`src/sv/lph_pkg.sv`:
```
// Shared types and constants for the linear probing hash table.
`default_nettype none
package lph_pkg;

  // The home slot is taken as the low key bits, so the capacity is a power of two.
  localparam int CAPACITY = 1024;
  localparam int IDX_W    = $clog2(CAPACITY);
  localparam int KEY_W    = 32;
  localparam int VAL_W    = 32;
  localparam int CURSOR_W = 11;

  typedef enum logic [1:0] {
    ACT_INSERT = 2'd0,
    ACT_FIND   = 2'd1,
    ACT_DELETE = 2'd2,
    ACT_FETCH  = 2'd3
  } action_t;

  typedef enum logic [1:0] {
    ST_OK        = 2'd0,
    ST_NOT_FOUND = 2'd1,
    ST_FULL      = 2'd2,
    ST_NO_DATA   = 2'd3
  } status_t;

  typedef enum logic [1:0] {
    SLOT_EMPTY = 2'd0,
    SLOT_LIVE  = 2'd1,
    SLOT_TOMB  = 2'd2,
    SLOT_SPARE = 2'd3
  } mark_t;

  typedef struct packed {
    action_t              action;
    logic [KEY_W-1:0]     key;
    logic [VAL_W-1:0]     value;
    logic [CURSOR_W-1:0]  cursor;
  } req_t;

  typedef struct packed {
    status_t              status;
    logic [KEY_W-1:0]     found_key;
    logic [VAL_W-1:0]     found_value;
    logic [CURSOR_W-1:0]  next_cursor;
  } rsp_t;

  typedef struct packed {
    mark_t             mark;
    logic [KEY_W-1:0]  key;
    logic [VAL_W-1:0]  value;
  } slot_t;

  typedef struct packed {
    logic              rd_en;
    logic [IDX_W-1:0]  rd_addr;
    logic              wr_en;
    logic [IDX_W-1:0]  wr_addr;
    slot_t             wr_data;
  } mem_cmd_t;

endpackage
`default_nettype wire

```
`src/sv/lph_ctrl.sv`:
```
// Probe sequencer: clears the table after reset and walks probe chains one slot per cycle.
`default_nettype none
module lph_ctrl (
  input  wire logic              clk,
  input  wire logic              rst,
  input  wire logic              req_valid,
  input  wire lph_pkg::req_t     req,
  output logic                   req_ready,
  output lph_pkg::mem_cmd_t      cmd,
  input  wire lph_pkg::slot_t    rd_data,
  output logic                   res_valid,
  output lph_pkg::rsp_t          res,
  input  wire logic              res_take
);
  import lph_pkg::*;

  localparam logic [IDX_W-1:0]    LAST_IDX   = IDX_W'(CAPACITY - 1);
  localparam logic [CURSOR_W-1:0] LAST_CURSOR = CURSOR_W'(CAPACITY - 1);

  typedef enum logic [1:0] {
    S_CLEAR,
    S_IDLE,
    S_PROBE,
    S_DONE
  } state_t;

  state_t           state;
  req_t             item;
  logic [IDX_W-1:0] pos;
  logic [IDX_W-1:0] cnt;
  logic [IDX_W-1:0] clr_addr;

  logic             accept;
  logic [IDX_W-1:0] start;
  logic [IDX_W-1:0] pos_inc;
  logic             last;
  logic             finish;
  logic             wr_slot;
  slot_t            wr_word;
  rsp_t             result;

  assign req_ready = (state == S_IDLE);
  assign accept    = req_valid && req_ready;
  assign res_valid = (state == S_DONE);
  assign start     = (req.action == ACT_FETCH) ? req.cursor[IDX_W-1:0] : req.key[IDX_W-1:0];
  assign pos_inc   = pos + 1'b1;
  assign last      = (item.action == ACT_FETCH) ? (pos == LAST_IDX) : (cnt == LAST_IDX);

  // Decision on the slot whose data has just come back from the memory.
  always_comb begin
    finish  = 1'b0;
    wr_slot = 1'b0;
    wr_word = '{mark: SLOT_EMPTY, key: '0, value: '0};
    result  = '{status: ST_OK, found_key: '0, found_value: '0, next_cursor: '0};
    case (item.action)
      ACT_INSERT: begin
        if (rd_data.mark == SLOT_EMPTY) begin
          finish  = 1'b1;
          wr_slot = 1'b1;
          wr_word = '{mark: SLOT_LIVE, key: item.key, value: item.value};
        end else if (last) begin
          finish        = 1'b1;
          result.status = ST_FULL;
        end
      end
      ACT_FIND, ACT_DELETE: begin
        if (rd_data.mark == SLOT_EMPTY) begin
          finish        = 1'b1;
          result.status = ST_NOT_FOUND;
        end else if (rd_data.mark == SLOT_LIVE && rd_data.key == item.key) begin
          finish = 1'b1;
          if (item.action == ACT_DELETE) begin
            wr_slot = 1'b1;
            wr_word = '{mark: SLOT_TOMB, key: '0, value: '0};
          end else begin
            result.found_key   = rd_data.key;
            result.found_value = rd_data.value;
          end
        end else if (last) begin
          finish        = 1'b1;
          result.status = ST_NOT_FOUND;
        end
      end
      ACT_FETCH: begin
        if (rd_data.mark == SLOT_LIVE) begin
          finish             = 1'b1;
          result.found_key   = rd_data.key;
          result.found_value = rd_data.value;
          result.next_cursor = CURSOR_W'({1'b0, pos} + (IDX_W + 1)'(1));
        end else if (last) begin
          finish             = 1'b1;
          result.status      = ST_NO_DATA;
          result.next_cursor = item.cursor;
        end
      end
      default: begin
        finish = 1'b1;
      end
    endcase
  end

  // No read meets a write: a probe writes only as it finishes, and clearing reads nothing.
  always_comb begin
    cmd.rd_en   = 1'b0;
    cmd.rd_addr = pos_inc;
    cmd.wr_en   = 1'b0;
    cmd.wr_addr = pos;
    cmd.wr_data = wr_word;
    case (state)
      S_CLEAR: begin
        cmd.wr_en   = 1'b1;
        cmd.wr_addr = clr_addr;
        cmd.wr_data = '{mark: SLOT_EMPTY, key: '0, value: '0};
      end
      S_IDLE: begin
        cmd.rd_en   = accept;
        cmd.rd_addr = start;
      end
      S_PROBE: begin
        cmd.rd_en = !finish;
        cmd.wr_en = finish && wr_slot;
      end
      default: begin
        cmd.rd_en = 1'b0;
      end
    endcase
  end

  always_ff @(posedge clk) begin
    if (rst) begin
      state    <= S_CLEAR;
      clr_addr <= '0;
    end else begin
      case (state)
        S_CLEAR: begin
          clr_addr <= clr_addr + 1'b1;
          if (clr_addr == LAST_IDX) begin
            state <= S_IDLE;
          end
        end
        S_IDLE: begin
          if (accept) begin
            item <= req;
            pos  <= start;
            cnt  <= '0;
            if (req.action == ACT_FETCH && req.cursor > LAST_CURSOR) begin
              res   <= '{status: ST_NO_DATA, found_key: '0, found_value: '0,
                         next_cursor: req.cursor};
              state <= S_DONE;
            end else begin
              state <= S_PROBE;
            end
          end
        end
        S_PROBE: begin
          if (finish) begin
            res   <= result;
            state <= S_DONE;
          end else begin
            pos <= pos_inc;
            cnt <= cnt + 1'b1;
          end
        end
        S_DONE: begin
          if (res_take) begin
            state <= S_IDLE;
          end
        end
        default: begin
          state <= S_IDLE;
        end
      endcase
    end
  end

endmodule
`default_nettype wire

```
`config.mk`:
```
export PLATFORM = sky130hd
export DESIGN_NAME = lph_ctrl
export DESIGN_NICKNAME = d
export VERILOG_FILES = /design/src/sv/lph_pkg.sv /design/src/sv/lph_ctrl.sv
export SDC_FILE = /design/constraint.sdc
export NUM_CORES = 1
export LEC_CHECK = 0
export BUFFER_PORTS_ARGS = -buffer_cell sky130_fd_sc_hd__buf_2
export CAP_MARGIN = 25
export CELL_PAD_IN_SITES_DETAIL_PLACEMENT = 1
export CELL_PAD_IN_SITES_GLOBAL_PLACEMENT = 2
export CORE_MARGIN = 3
export CORE_UTILIZATION = 32
export CTS_CLUSTER_SIZE = 24
export DETAILED_ROUTE_END_ITERATION = 12
export HOLD_SLACK_MARGIN = 0.06
export PLACE_DENSITY_LB_ADDON = 0.1
export SLEW_MARGIN = 20
export SYNTH_ARGS = -nofsm -noshare
export SYNTH_HDL_FRONTEND = slang
export SYNTH_SLANG_ARGS = --single-unit
```
`constraint.sdc`:
```
create_clock -name clk -period 9 [get_ports clk]
set_input_delay 0.45 -clock clk [delete_from_list [all_inputs] [get_ports clk]]
set_output_delay 0.45 -clock clk [all_outputs]
set_load 0.02 [all_outputs]
```
==> impl_metrics.ini <==
[status]
outcome = finished clean

[route]
vias_per_cell = 4.79
dr.first_iter.drc_count = 348
wl_per_cell_um = 20.6
drc = 0
antenna_left = 0
detail_route.wirelength_mm = 26.7
first_pass_iters = 7
routed-via-count = 6218

[die]
floorplan.die.height_um = 169
rows = 58
core_area_um2 = 25600
top_level_port_count = 314
fp.dieW_um = 169
design.die.area_um2 = 28500
initial_utilization_pct = 33.1

[global_routing]
grt_start_max_net_pins = 78
grt_pass1_vias = 6570
grt_pass1_wl_mm = 39.5
globalRoute.totalOverflow = 0
antenna_found_initial = 6
grt_use_total_pct = 18.2

[timing]
fmax_mhz = 302
timing_max_transition_violations_final = 0
period_needed_ns = 3.31
post-route-period-util_pct = 36.8
timing.final.ws_setup_ns = 5.69
setup_tns_ns = 0
finalSetupViolations = 0
tightestPinTransition_ns = 0.755
worst_slew_margin_rel_pct = 49.6
finalHoldViolations = 0
timing.clock.skew_ns = 0.0168
rsz0062_at_grt = no

[yosys]
synth_seq_area_share_pct = 64.4
yosys_warnings = 0
syn_nets = 794
postSynth.topFlopCell = edfxtp_1
netlist-cell-type-count = 47
synthSimpleGateAreaFrac_pct = 16.8
synthMuxAreaShare_pct = 4.98
yosys.area_share.xor_xnor_pct = 4.85
syn-cell-area_um2 = 8480
synthAdderAreaFrac_pct = 1.62
synth_top_family_by_area = simple AND/OR/NAND/NOR gates
synth-seq-cells = 186
synth-compound-area-share_pct = 4.31
synthCells = 636
synthesis.area_per_instance_um2 = 13.3
post_synth_edffs = 174
asyncSetResetFlopFracSynth_pct = 0

[setup_path]
reg2regPathDepth = 8
worst_endpoint_data_arrival_time_ns = 2.86
setup.worst_path.end_class = output port
crit_chain = inv_1 -> ha_1 -> nand3b_1 -> nor2_4 -> buf_16 -> and2_1 -> buf_2
worst_path_largest_cell_delay_ns = 0.62
cp_max_fo = 34
cell_at_the_slowest_stage_of_the_critical_path = nor2_4
timing.critical_path.required_ns = 8.55
r2r-start = item[48]
worst-setup-path-type = reg -> out
worst_setup_path_start_kind = flop
crit-reg2reg-capture = res[73]
r2r_slack_ns = 5.86

[final_layout]
final_common_cell = buf_2
finalNonFillerCells = 1299
drive_gt1_share_pct = 38.7
layout.nets = 1112
area.growth.synth_to_final_pct = 30.7
layout_common_cells = buf_2, edfxtp_1, and2_1, xnor2_1

[pwr]
worst_ir_drop_vdd_uv = 109
total_leakage_power_nw = 4.92
p_per_area_nw_per_um2 = 160

[clock_tree]
clock_sink_count = 186
cts_tree = built
cts_buffer_depth = 2
clock_insertion_delay_worst_skew_ns = 0.45
cts_bufs_inserted = 17
cts.reportedPaths.clkPinSlew_ns = 0.09
cts_resized = 0
cts_root_buf = clkbuf_16
ctsHtreeMaxLevel = 4
post_cts.repair.setup_buffers = 0
ctsHoldBuffers = 0

[job]
max_cap_viol_count = 0

[worst_hold_path]
worst_hold_path_depth = 1
hp-class = in -> reg
hold_path_end = item[24]
min_delay_startpoint = req[24]

[placement]
dp.final_hpwl_mm = 19.9
gp_congestion = 0.768
placed_cells_incl_taps = 1262
place_worst_setup_slack_ns = 5.35
io_buffers = 313
[synth_stat cells (all sizes together) (2+ instances only)]
library cell	instances	area, um^2
inv	32	120
ha	11	138
a21oi	12	60.1
nor3	9	45.0
nand4	15	100
edfxtp	174	5230
clkbuf	16	60.1
mux2	10	113
o221ai	4	35.0
nand2b	7	43.8
mux2i	31	310
or3	2	12.5
a2111o	2	22.5
and3	4	25.0
xnor2	32	280
a21boi	2	15.0
nor2b	9	56.3
dfxtp	12	240
o21ai	5	36.3
a21o	2	15.0
nor2	30	113
buf	8	75.1
nor4	3	33.8
and4	4	35.0
nand3b	4	30.0
nand3	12	60.1
nand2	12	45.0
and2	131	820
o211ai	2	15.0
o22ai	13	81.3
xor2	15	131
[worst max-delay path: cells and delay by family, from the launching register on]
| family | cells | cell delay, ns |
|---|---|---|
| flops | 1 | 0.42 |
| buf+inv | 3 | 0.52 |
| fa+ha+maj | 1 | 0.29 |
| simple gates | 3 | 1.16 |
[worst max-delay path by stage]
stage                      startpoint  cells after the start  slack (ns)       to
final                        item[75]                      7        5.69  cmd[32]
after global routing         item[75]                      7        5.45  cmd[41]
after CTS                    item[61]                      7        5.56  res[70]
after detailed placement  rd_data[36]                      8        5.35  res[20]
after global placement    rd_data[36]                      8        5.48  res[11]
after floorplan           rd_data[36]                      6        0.99   res[0]
[registers in the layout (all words and copies together), names as in the netlist]
register,flops
item,77
res,77
clr_addr,10
cnt,10
pos,10
state,2
[final cells by class]
cell class                 instances  area, um^2
sequential                       186        5470
tap                              330         413
clock inverter                    15         173
multi-input combinational        394        2790
timing repair buffer             323        1700
antenna                            2        5.00
clock buffer                      17         425
inverter                          32         120
fill                            2786       14500
[stage by stage]
stage	area, um^2	util (%)	total power, mW	hold WS [ns]
3_3_place_gp	10400	40.6	1.03	0.489
2_1_floorplan	8480	-	0.987	0.462
6_report	11100	43.3	1.78	0.169
5_1_grt	11100	43.3	1.84	0.148
4_1_cts	11000	43.0	1.80	0.145
3_5_place_dp	10400	40.7	1.03	0.503
[cell families after synthesis]
group | count (synthesis)
buf+inv | 56
simple gates | 243
compound gates | 52
xor+xnor | 47
mux | 41
fa+ha+maj | 11
flops | 186
[layer usage]
| metal | vias to the layer above | global-route usage, % | wire [um] |
|---|---|---|---|
| li1 | 2910 | - | - |
| met1 | 3034 | 23.3 | 11300 |
| met2 | 228 | 29.7 | 12900 |
| met3 | 38 | 5.58 | 2010 |
| met4 | 8 | 5.62 | 512 |
| met5 | - | 0 | 42 |
[where the power goes]
group	internal (mW)	switching, mW	total (mW)
clock	0.376	0.388	0.764
sequential	0.939	0.00153	0.940
combinational	0.0376	0.0355	0.0731
total	1.35	0.425	1.78
Power figures use the tool's default switching activity.
